**src/sv/arp_request_responder_assert.svh**
```systemverilog
// Assertion helpers used by the responder top level.
// Both sample on aclk and stay quiet while aresetn is low.
`ifndef ARP_REQUEST_RESPONDER_ASSERT_SVH
`define ARP_REQUEST_RESPONDER_ASSERT_SVH

// Same-cycle implication.
`define ARPR_ASSERT_SAME(label, ante, cons, msg) \
    label: assert property (@(posedge aclk) disable iff (!aresetn) (ante) |-> (cons)) \
        else $error(msg);

// Next-cycle implication.
`define ARPR_ASSERT_NEXT(label, ante, cons, msg) \
    label: assert property (@(posedge aclk) disable iff (!aresetn) (ante) |=> (cons)) \
        else $error(msg);

`endif

```
**src/sv/arpr_pkg.sv**
```systemverilog
`default_nettype none
package arpr_pkg;

    // Frame length and byte position width; covers store depths up to 127 bytes.
    localparam int LEN_W = 7;

    localparam int MIN_FRAME = 42;

    // Byte offsets in the frame.
    localparam int OFS_ETH_SRC  = 6;
    localparam int OFS_ETH_TYPE = 12;
    localparam int OFS_PTYPE    = 16;
    localparam int OFS_OPER     = 20;
    localparam int OFS_SHA      = 22;
    localparam int OFS_SPA      = 28;
    localparam int OFS_THA      = 32;
    localparam int OFS_TPA      = 38;

    localparam logic [15:0] ETH_TYPE_ARP = 16'h0806;
    localparam logic [15:0] PTYPE_IPV4   = 16'h0800;
    localparam logic [15:0] OPER_REQUEST = 16'h0001;
    localparam logic [15:0] OPER_REPLY   = 16'h0002;

    typedef struct packed {
        logic [7:0] in_byte;
        logic       in_last;
    } arpr_in_t;

    typedef struct packed {
        logic [7:0] out_byte;
        logic       out_last;
    } arpr_out_t;

    // Handoff from the receive side to the reply side.
    typedef struct packed {
        logic             start;
        logic [LEN_W-1:0] len;
    } arpr_start_t;

endpackage
`default_nettype wire

```
**src/sv/arp_request_responder.sv**
```systemverilog
// ARP request responder. Frame bytes enter on s_ one item per cycle while
// s_ready is high; those that fit are written into a MAX_FRAME-byte frame
// memory. At the last byte the Ethernet type, ARP protocol type and opcode
// (captured as they pass) and the length (42 to MAX_FRAME bytes) decide
// whether to answer. A valid request produces a reply of the same length on
// m_, one byte per cycle while m_ready stays high. During the reply s_ready
// is low, since new bytes would overwrite the stored request that the frame
// memory's read port is streaming; it rises again once the final reply byte
// sits in the output register. Rejected frames produce nothing and the next
// frame may follow at once. own_mac is written through cfg_ and must only
// change while the block is idle.
`default_nettype none
module arp_request_responder
    import arpr_pkg::*;
#(
    parameter int MAX_FRAME = 64
) (
    input  wire logic        aclk,
    input  wire logic        aresetn,
    input  wire logic        s_valid,
    output logic             s_ready,
    input  wire arpr_in_t    s_data,
    output logic             m_valid,
    input  wire logic        m_ready,
    output arpr_out_t        m_data,
    input  wire logic        cfg_valid,
    output logic             cfg_ready,
    input  wire logic [47:0] cfg_data
);

    `include "arp_request_responder_assert.svh"

    localparam int AW = $clog2(MAX_FRAME);

    logic [47:0]   own_mac_reg;
    logic          tx_busy;
    logic          ram_we;
    logic [AW-1:0] ram_waddr;
    logic [7:0]    ram_wdata;
    logic          ram_re;
    logic [AW-1:0] ram_raddr;
    logic [7:0]    ram_rdata;
    arpr_start_t   start;

    // Take register writes at any time; callers keep them to idle periods.
    assign cfg_ready = 1'b1;

    always_ff @(posedge aclk) begin
        if (!aresetn) begin
            own_mac_reg <= '0;
        end else if (cfg_valid && cfg_ready) begin
            own_mac_reg <= cfg_data;
        end
    end

    // Store incoming bytes and check the header.
    arpr_rx_ctrl #(
        .MAX_FRAME (MAX_FRAME),
        .AW        (AW)
    ) u_rx (
        .aclk      (aclk),
        .aresetn   (aresetn),
        .s_valid   (s_valid),
        .s_ready   (s_ready),
        .s_data    (s_data),
        .tx_busy   (tx_busy),
        .ram_we    (ram_we),
        .ram_waddr (ram_waddr),
        .ram_wdata (ram_wdata),
        .start     (start)
    );

    // Frame memory: one write port for receive, one read port for reply.
    arpr_frame_ram #(
        .DEPTH (MAX_FRAME),
        .AW    (AW)
    ) u_ram (
        .aclk  (aclk),
        .we    (ram_we),
        .waddr (ram_waddr),
        .wdata (ram_wdata),
        .re    (ram_re),
        .raddr (ram_raddr),
        .rdata (ram_rdata)
    );

    // Read back the request and build the reply stream.
    arpr_tx_ctrl #(
        .AW (AW)
    ) u_tx (
        .aclk      (aclk),
        .aresetn   (aresetn),
        .start     (start),
        .own_mac   (own_mac_reg),
        .ram_re    (ram_re),
        .ram_raddr (ram_raddr),
        .ram_rdata (ram_rdata),
        .busy      (tx_busy),
        .m_valid   (m_valid),
        .m_ready   (m_ready),
        .m_data    (m_data)
    );

    // A reply may only start while the read side is free.
    `ARPR_ASSERT_SAME(a_start_idle, start.start, !tx_busy, "reply started while busy")
    // Accepted replies always cover a legal frame length.
    `ARPR_ASSERT_SAME(a_start_len, start.start,
        start.len >= LEN_W'(MIN_FRAME) && start.len <= LEN_W'(MAX_FRAME),
        "reply length out of range")
    // Never overwrite the stored request while it is being read back.
    `ARPR_ASSERT_SAME(a_wr_idle, ram_we, !tx_busy, "frame memory written during reply")
    // Hold a stalled reply item until it is taken.
    `ARPR_ASSERT_NEXT(a_out_hold, m_valid && !m_ready, m_valid && $stable(m_data),
        "reply item changed while stalled")

endmodule
`default_nettype wire

```
**src/sv/arpr_frame_ram.sv**
```systemverilog
`default_nettype none
module arpr_frame_ram
    import arpr_pkg::*;
#(
    parameter int DEPTH = 64,
    parameter int AW    = 6
) (
    input  wire logic          aclk,
    input  wire logic          we,
    input  wire logic [AW-1:0] waddr,
    input  wire logic [7:0]    wdata,
    input  wire logic          re,
    input  wire logic [AW-1:0] raddr,
    output logic      [7:0]    rdata
);

    logic [7:0] mem [DEPTH];

    always_ff @(posedge aclk) begin
        if (we) begin
            mem[waddr] <= wdata;
        end
    end

    // Hold read data while no read is issued.
    always_ff @(posedge aclk) begin
        if (re) begin
            rdata <= mem[raddr];
        end
    end

endmodule
`default_nettype wire

```
**src/sv/arpr_rx_ctrl.sv**
```systemverilog
`default_nettype none
module arpr_rx_ctrl
    import arpr_pkg::*;
#(
    parameter int MAX_FRAME = 64,
    parameter int AW        = 6
) (
    input  wire logic          aclk,
    input  wire logic          aresetn,
    input  wire logic          s_valid,
    output logic               s_ready,
    input  wire arpr_in_t      s_data,
    input  wire logic          tx_busy,
    output logic               ram_we,
    output logic      [AW-1:0] ram_waddr,
    output logic      [7:0]    ram_wdata,
    output arpr_start_t        start
);

    logic [LEN_W-1:0] count_reg, count_next;
    logic             ovf_reg, ovf_next;
    logic [7:0]       type_hi_reg, type_lo_reg;
    logic [7:0]       ptype_hi_reg, ptype_lo_reg;
    logic [7:0]       oper_hi_reg, oper_lo_reg;
    logic             accept;
    logic             fits;
    logic [LEN_W-1:0] len;
    logic             hdr_ok;

    assign s_ready   = !tx_busy;
    assign accept    = s_valid && s_ready;
    assign fits      = count_reg < LEN_W'(MAX_FRAME);
    assign len       = count_reg + LEN_W'(1);
    assign ram_we    = accept && fits;
    assign ram_waddr = count_reg[AW-1:0];
    assign ram_wdata = s_data.in_byte;

    assign hdr_ok = ({type_hi_reg, type_lo_reg} == ETH_TYPE_ARP)
                 && ({ptype_hi_reg, ptype_lo_reg} == PTYPE_IPV4)
                 && ({oper_hi_reg, oper_lo_reg} == OPER_REQUEST);

    always_comb begin
        count_next  = count_reg;
        ovf_next    = ovf_reg;
        start.start = 1'b0;
        start.len   = len;
        if (accept) begin
            if (fits) begin
                count_next = len;
            end else begin
                ovf_next = 1'b1;
            end
            if (s_data.in_last) begin
                count_next  = '0;
                ovf_next    = 1'b0;
                start.start = !ovf_reg && fits && (len >= LEN_W'(MIN_FRAME)) && hdr_ok;
            end
        end
    end

    always_ff @(posedge aclk) begin
        if (!aresetn) begin
            count_reg <= '0;
            ovf_reg   <= 1'b0;
        end else begin
            count_reg <= count_next;
            ovf_reg   <= ovf_next;
        end
    end

    // Capture the header fields that decide whether to answer.
    always_ff @(posedge aclk) begin
        if (accept) begin
            if (count_reg == LEN_W'(OFS_ETH_TYPE))     type_hi_reg  <= s_data.in_byte;
            if (count_reg == LEN_W'(OFS_ETH_TYPE + 1)) type_lo_reg  <= s_data.in_byte;
            if (count_reg == LEN_W'(OFS_PTYPE))        ptype_hi_reg <= s_data.in_byte;
            if (count_reg == LEN_W'(OFS_PTYPE + 1))    ptype_lo_reg <= s_data.in_byte;
            if (count_reg == LEN_W'(OFS_OPER))         oper_hi_reg  <= s_data.in_byte;
            if (count_reg == LEN_W'(OFS_OPER + 1))     oper_lo_reg  <= s_data.in_byte;
        end
    end

endmodule
`default_nettype wire

```
**src/sv/arpr_tx_ctrl.sv**
```systemverilog
`default_nettype none
module arpr_tx_ctrl
    import arpr_pkg::*;
#(
    parameter int AW = 6
) (
    input  wire logic          aclk,
    input  wire logic          aresetn,
    input  wire arpr_start_t   start,
    input  wire logic [47:0]   own_mac,
    output logic               ram_re,
    output logic      [AW-1:0] ram_raddr,
    input  wire logic [7:0]    ram_rdata,
    output logic               busy,
    output logic               m_valid,
    input  wire logic          m_ready,
    output arpr_out_t          m_data
);

    logic [LEN_W-1:0] issue_idx_reg;
    logic [LEN_W-1:0] len_reg;
    logic             issuing_reg;
    logic             s1_vld_reg;
    logic [LEN_W-1:0] s1_idx_reg;
    logic             s1_last_reg;
    logic             m_valid_reg;
    arpr_out_t        m_data_reg;
    logic             advance;
    logic             issue_last;
    logic [LEN_W-1:0] src_idx;
    logic [LEN_W-1:0] mac_k;
    logic [47:0]      mac_sh;
    logic [7:0]       out_byte_next;

    assign advance    = !m_valid_reg || m_ready;
    assign issue_last = (issue_idx_reg + LEN_W'(1)) == len_reg;
    assign busy       = issuing_reg || s1_vld_reg;
    assign m_valid    = m_valid_reg;
    assign m_data     = m_data_reg;

    // Map reply position to the request byte it echoes.
    always_comb begin
        if (issue_idx_reg < LEN_W'(OFS_ETH_SRC)) begin
            src_idx = issue_idx_reg + LEN_W'(OFS_SHA);
        end else if (issue_idx_reg >= LEN_W'(OFS_SPA) && issue_idx_reg < LEN_W'(OFS_THA)) begin
            src_idx = issue_idx_reg + LEN_W'(OFS_TPA - OFS_SPA);
        end else if (issue_idx_reg >= LEN_W'(OFS_THA)
                     && issue_idx_reg < LEN_W'(MIN_FRAME)) begin
            src_idx = issue_idx_reg - LEN_W'(OFS_THA - OFS_SHA);
        end else begin
            src_idx = issue_idx_reg;
        end
    end

    assign ram_re    = advance && issuing_reg;
    assign ram_raddr = src_idx[AW-1:0];

    // Substitute own address and reply opcode over the echoed byte.
    always_comb begin
        if (s1_idx_reg >= LEN_W'(OFS_SHA)) begin
            mac_k = s1_idx_reg - LEN_W'(OFS_SHA);
        end else begin
            mac_k = s1_idx_reg - LEN_W'(OFS_ETH_SRC);
        end
        mac_sh = own_mac >> {3'd5 - mac_k[2:0], 3'b000};
        if ((s1_idx_reg >= LEN_W'(OFS_ETH_SRC) && s1_idx_reg < LEN_W'(OFS_ETH_TYPE))
            || (s1_idx_reg >= LEN_W'(OFS_SHA) && s1_idx_reg < LEN_W'(OFS_SPA))) begin
            out_byte_next = mac_sh[7:0];
        end else if (s1_idx_reg == LEN_W'(OFS_OPER)) begin
            out_byte_next = OPER_REPLY[15:8];
        end else if (s1_idx_reg == LEN_W'(OFS_OPER + 1)) begin
            out_byte_next = OPER_REPLY[7:0];
        end else begin
            out_byte_next = ram_rdata;
        end
    end

    always_ff @(posedge aclk) begin
        if (!aresetn) begin
            issuing_reg <= 1'b0;
            s1_vld_reg  <= 1'b0;
            m_valid_reg <= 1'b0;
        end else begin
            if (advance) begin
                m_valid_reg <= s1_vld_reg;
                s1_vld_reg  <= issuing_reg;
                if (issuing_reg && issue_last) begin
                    issuing_reg <= 1'b0;
                end
            end
            if (start.start) begin
                issuing_reg <= 1'b1;
            end
        end
    end

    always_ff @(posedge aclk) begin
        if (advance) begin
            if (s1_vld_reg) begin
                m_data_reg.out_byte <= out_byte_next;
                m_data_reg.out_last <= s1_last_reg;
            end
            s1_idx_reg  <= issue_idx_reg;
            s1_last_reg <= issue_last;
            if (issuing_reg) begin
                issue_idx_reg <= issue_idx_reg + LEN_W'(1);
            end
        end
        if (start.start) begin
            issue_idx_reg <= '0;
            len_reg       <= start.len;
        end
    end

endmodule
`default_nettype wire
```
**config.mk**
```make
export PLATFORM = sky130hd
export DESIGN_NAME = arp_request_responder
export DESIGN_NICKNAME = d
export VERILOG_FILES = /design/src/sv/arpr_pkg.sv /design/src/sv/arp_request_responder.sv /design/src/sv/arpr_frame_ram.sv /design/src/sv/arpr_rx_ctrl.sv /design/src/sv/arpr_tx_ctrl.sv
export VERILOG_INCLUDE_DIRS = /design/src /design/src/sv
export SDC_FILE = /design/constraint.sdc
export NUM_CORES = 1
export LEC_CHECK = 0
export ABC_AREA = 1
export BUFFER_PORTS_ARGS = -buffer_cell sky130_fd_sc_hd__buf_4
export CAP_MARGIN = 0
export CORE_UTILIZATION = 40
export CTS_CLUSTER_DIAMETER = 60
export DETAILED_ROUTE_END_ITERATION = 10
export GPL_ROUTABILITY_DRIVEN = 0
export PLACE_DENSITY = 0.61
export SETUP_SLACK_MARGIN = 0.5
export SLEW_MARGIN = 20
export SYNTH_ARGS = -nofsm -noshare
export SYNTH_HDL_FRONTEND = slang
export SYNTH_SLANG_ARGS = --single-unit
export TNS_END_PERCENT = 50
```
**constraint.sdc**
```tcl
create_clock -name aclk -period 3.2 [get_ports aclk]
set_input_delay 0.64 -clock aclk [delete_from_list [all_inputs] [get_ports aclk]]
set_output_delay 0.64 -clock aclk [all_outputs]
set_load 0.005 [all_outputs]
```
==> metrics.md <==
| Metric | Value |
|---|---|
| Worst setup path endpoint | `u_ram.rdata[4]` |
| GR Layer Usage met2 | `0.324` |
| Area of the multi-input gates | `roughly 7400 um^2` |
| Routed WL per cell | `roughly 22 um` |
| Core Region | `67200 um^2` |
| Crit path DAT | `about 3000 ps` |
| Worst-path clk slew | `around 60 ps` |
| Async set or reset register ratio after synthesis | `0` |
| Post-Syn Area | `approximately 27000 um^2` |
| Post-DP Area | `approximately 29000 um^2` |
| Tmin final | `2590 ps` |
| Max Cap Viol | `0` |
| Die Y-Extent | `around 260 um` |
| RR Endpoint | `u_ram.rdata[4]` |
| Total GRT Usage | `0.203` |
| Register area share after synthesis | `0.703` |
| Worst-Margin Slew | `991 ps` |
| Global-route wire length before repair | `106000 um` |
| Max Root-Sink Buffers | `3` |
| Status | `complete, no violations` |
| Max stage delay on crit path | `roughly 350 ps` |
| PwrDens | `between 500 and 600 nW/um^2` |
| Flops & latches, synth | `approximately 660` |
| Hold Path Class | `input port to flip-flop` |
| Largest net degree at the start of global routing | `between 70 and 80` |
| Critical Path RT | `around 3600 ps` |
| TritonRoute pass-1 iters | `6` |
| Standard-cell rows | `95` |
| RR Startpoint | `u_tx.issue_idx_reg[1]` |
| WS Path Type | `flip-flop to flip-flop` |
| Register-to-Register Setup Slack | `610 ps` |
| Gr ovfl total | `0` |
| Post-synth EDFFs | `about 600` |
| Via count | `~17000` |
| Crit-path most repeated cell | `nand3_1` |
| Antenna Cells | `0` |
| Initial antenna violation count | `2` |
| TNS Setup | `0 ps` |
| Number of I/O port buffers | `72` |
| Ys Warns | `0` |
| Final period utilization | `0.809` |
| Clk_lat worst skew | `about 620 ps` |
| Final setup violation count | `0` |
| Vias in the first global route | `17000` |
| Dpl hpwl | `roughly 42000 um` |
| Grt met1 use | `0.282` |
| LEAKAGE | `0.0106 uW` |
| CTS root buf | `clkbuf_16` |
| Finished layout cell area | `between 30000 and 40000 um^2` |
| Layout net count | `2309` |
| Inserted Clock Buffers | `a little under 70` |
| Tot Pwr | `around 18000 uW` |
| Commonest non-fill, non-tap cell in the layout | `edfxtp_1` |
| Final Max Slew Viols | `0` |
| Setup repair after global routing missed its margin | `yes` |
| Largest register FFs | `between 500 and 600` |
| Mapped Cells | `2093` |
| Max stage delay cell, worst path | `dfxtp_2` |
| Horiz. Die Dim | `roughly 260 um` |
| FF-to-FF path depth | `17` |
| Final Skew | `about 28 ps` |
| Final Non-Filler Cells | `between 3000 and 4000` |
| TritonCTS clock tree | `yes` |
| Worst VDD drop | `0.000332 V` |
| Final hold vios | `0` |
| DR vias/cell | `5.50` |
| Initial Util | `0.405` |
| Die area | `about 70000 um^2` |
| GRT busiest layer | `met2` |
| Post-CTS Hold Fix Bufs | `0` |
| Max FO, Critical Path | `11` |
| Avg Inst Size Synth | `approximately 13 um^2` |
| Crit path cell chain | `inv_2, ha_1, inv_1, nand2_2, nand3_4, nand3_2, nand2_8, nand2_8, buf_12, buf_4, nand3_1, nand3_1, nand3_1, nand3_1, nand2_1, nand2_1, nand2_1` |
| Post-DRT Antenna Nets | `0` |
| Critical path launch point | `u_tx.issue_idx_reg[1]` |
| Htree depth | `3` |
| Fmax | `0.386 GHz` |
| Final WL | `70700 um` |
| Drt drc | `0` |
| Most frequent cells in the layout | `592 x edfxtp_1, 369 x nand3_1, 255 x mux2i_1` |
| Initial DRC Count | `about 1800` |
| Synth Flop Type | `edfxtp_1` |
| Fill count | `between 5000 and 6000` |
| Area Overhead vs Synth | `16.6%` |
| Startpoint types | `flip-flop` |
| Share of layout cells above drive strength 1 | `0.148` |
| Synth unique cells | `43` |
| GR Layer Usage met3 | `0.0365` |
| Rel. slew slack | `0.339` |
| IO Count | `74` |
| CTS Sinks | `about 660` |
| Cells after DPL | `approximately 3000` |
| Syn Nets | `2163` |
| FF/Latch Area | `about 19000 um^2` |
| Worst setup EP type | `flip-flop` |
| Utilization after layout | `0.472` |
==> through the flow <==
step	setup slack (ps)	hold slack (ps)
floorplan	942	400
global placement	276	423
detailed placement	278	418
CTS	453	239
global route	479	241
finish	611	260
==> routing by layer <==
layer,vias up,share of wire
met5,-,0.00030
met4,4,0.028
met3,126,0.073
met2,718,0.46
met1,8591,0.43
li1,7921,-
==> layout make-up <==
cell class | count | area share
tap | 873 | 0.0345
clock inverter | 38 | 0.0131
timing repair buffer | 192 | 0.0530
sequential | 658 | 0.603
clock buffer | 79 | 0.0563
multi-input combinational | 1275 | 0.235
inverter | 43 | 0.00549
==> worst max-delay path: cells and delay by family, from the launching register on <==
| family | cells | cell delay (ps) |
|---|---|---|
| adders and majority gates | 1 | 160 |
| buffers and inverters | 4 | 510 |
| DFF | 1 | 350 |
| and+or+nand+nor | 12 | 1330 |
==> cells in the mapped netlist, types with 13 or more instances <==
cell type,number,share of area
mux2i_1,255,0.094
inv_1,37,0.0051
dfxtp_1,66,0.049
o21ai_0,87,0.016
buf_2,53,0.0098
clkbuf_1,35,0.0048
buf_1,13,0.0018
nand2_1,250,0.035
a21oi_1,18,0.0033
nand3_1,379,0.070
edfxtp_1,592,0.65
nor2_1,208,0.029
==> repair_timing <==
action,4_1_cts,5_1_grt
gates cloned,4,0
pin swaps,1,0
resized for setup,22,20
setup buffers,3,5
setup endpoints to repair,62,12
==> worst min-delay path by stage <==
stage | from | slack (ps) | to | cells past startpoint
after floorplan | u_tx.s1_last_reg | 400 | u_tx.m_data[0] | 0
after global placement | u_tx.s1_last_reg | 420 | u_tx.m_data[0] | 0
after detailed placement | u_tx.s1_last_reg | 420 | u_tx.m_data[0] | 0
after CTS | cfg_data[44] | 240 | own_mac_reg[44] | 3
after global routing | cfg_data[16] | 240 | own_mac_reg[16] | 3
final | cfg_data[44] | 260 | own_mac_reg[44] | 3
==> report_power, final <==
group	switching (uW)	total, uW	internal (uW)
clock network	3280	7870	4590
registers	24.1	9430	9400
logic	274	374	100
total	3580	17700	14100
==> logic make-up after synthesis <==
kind of cell	Yosys count	synth area share
AND/OR/NAND/NOR	875	0.144
other	1	0.000138
XOR/XNOR	14	0.00451
multiplexers	255	0.0939
adder cells (fa/ha/maj)	8	0.00368
flip-flops	658	0.703
AO/OA/AOI/OAI	122	0.0239
buffers and inverters	160	0.0274
Power figures use the tool's default switching activity.
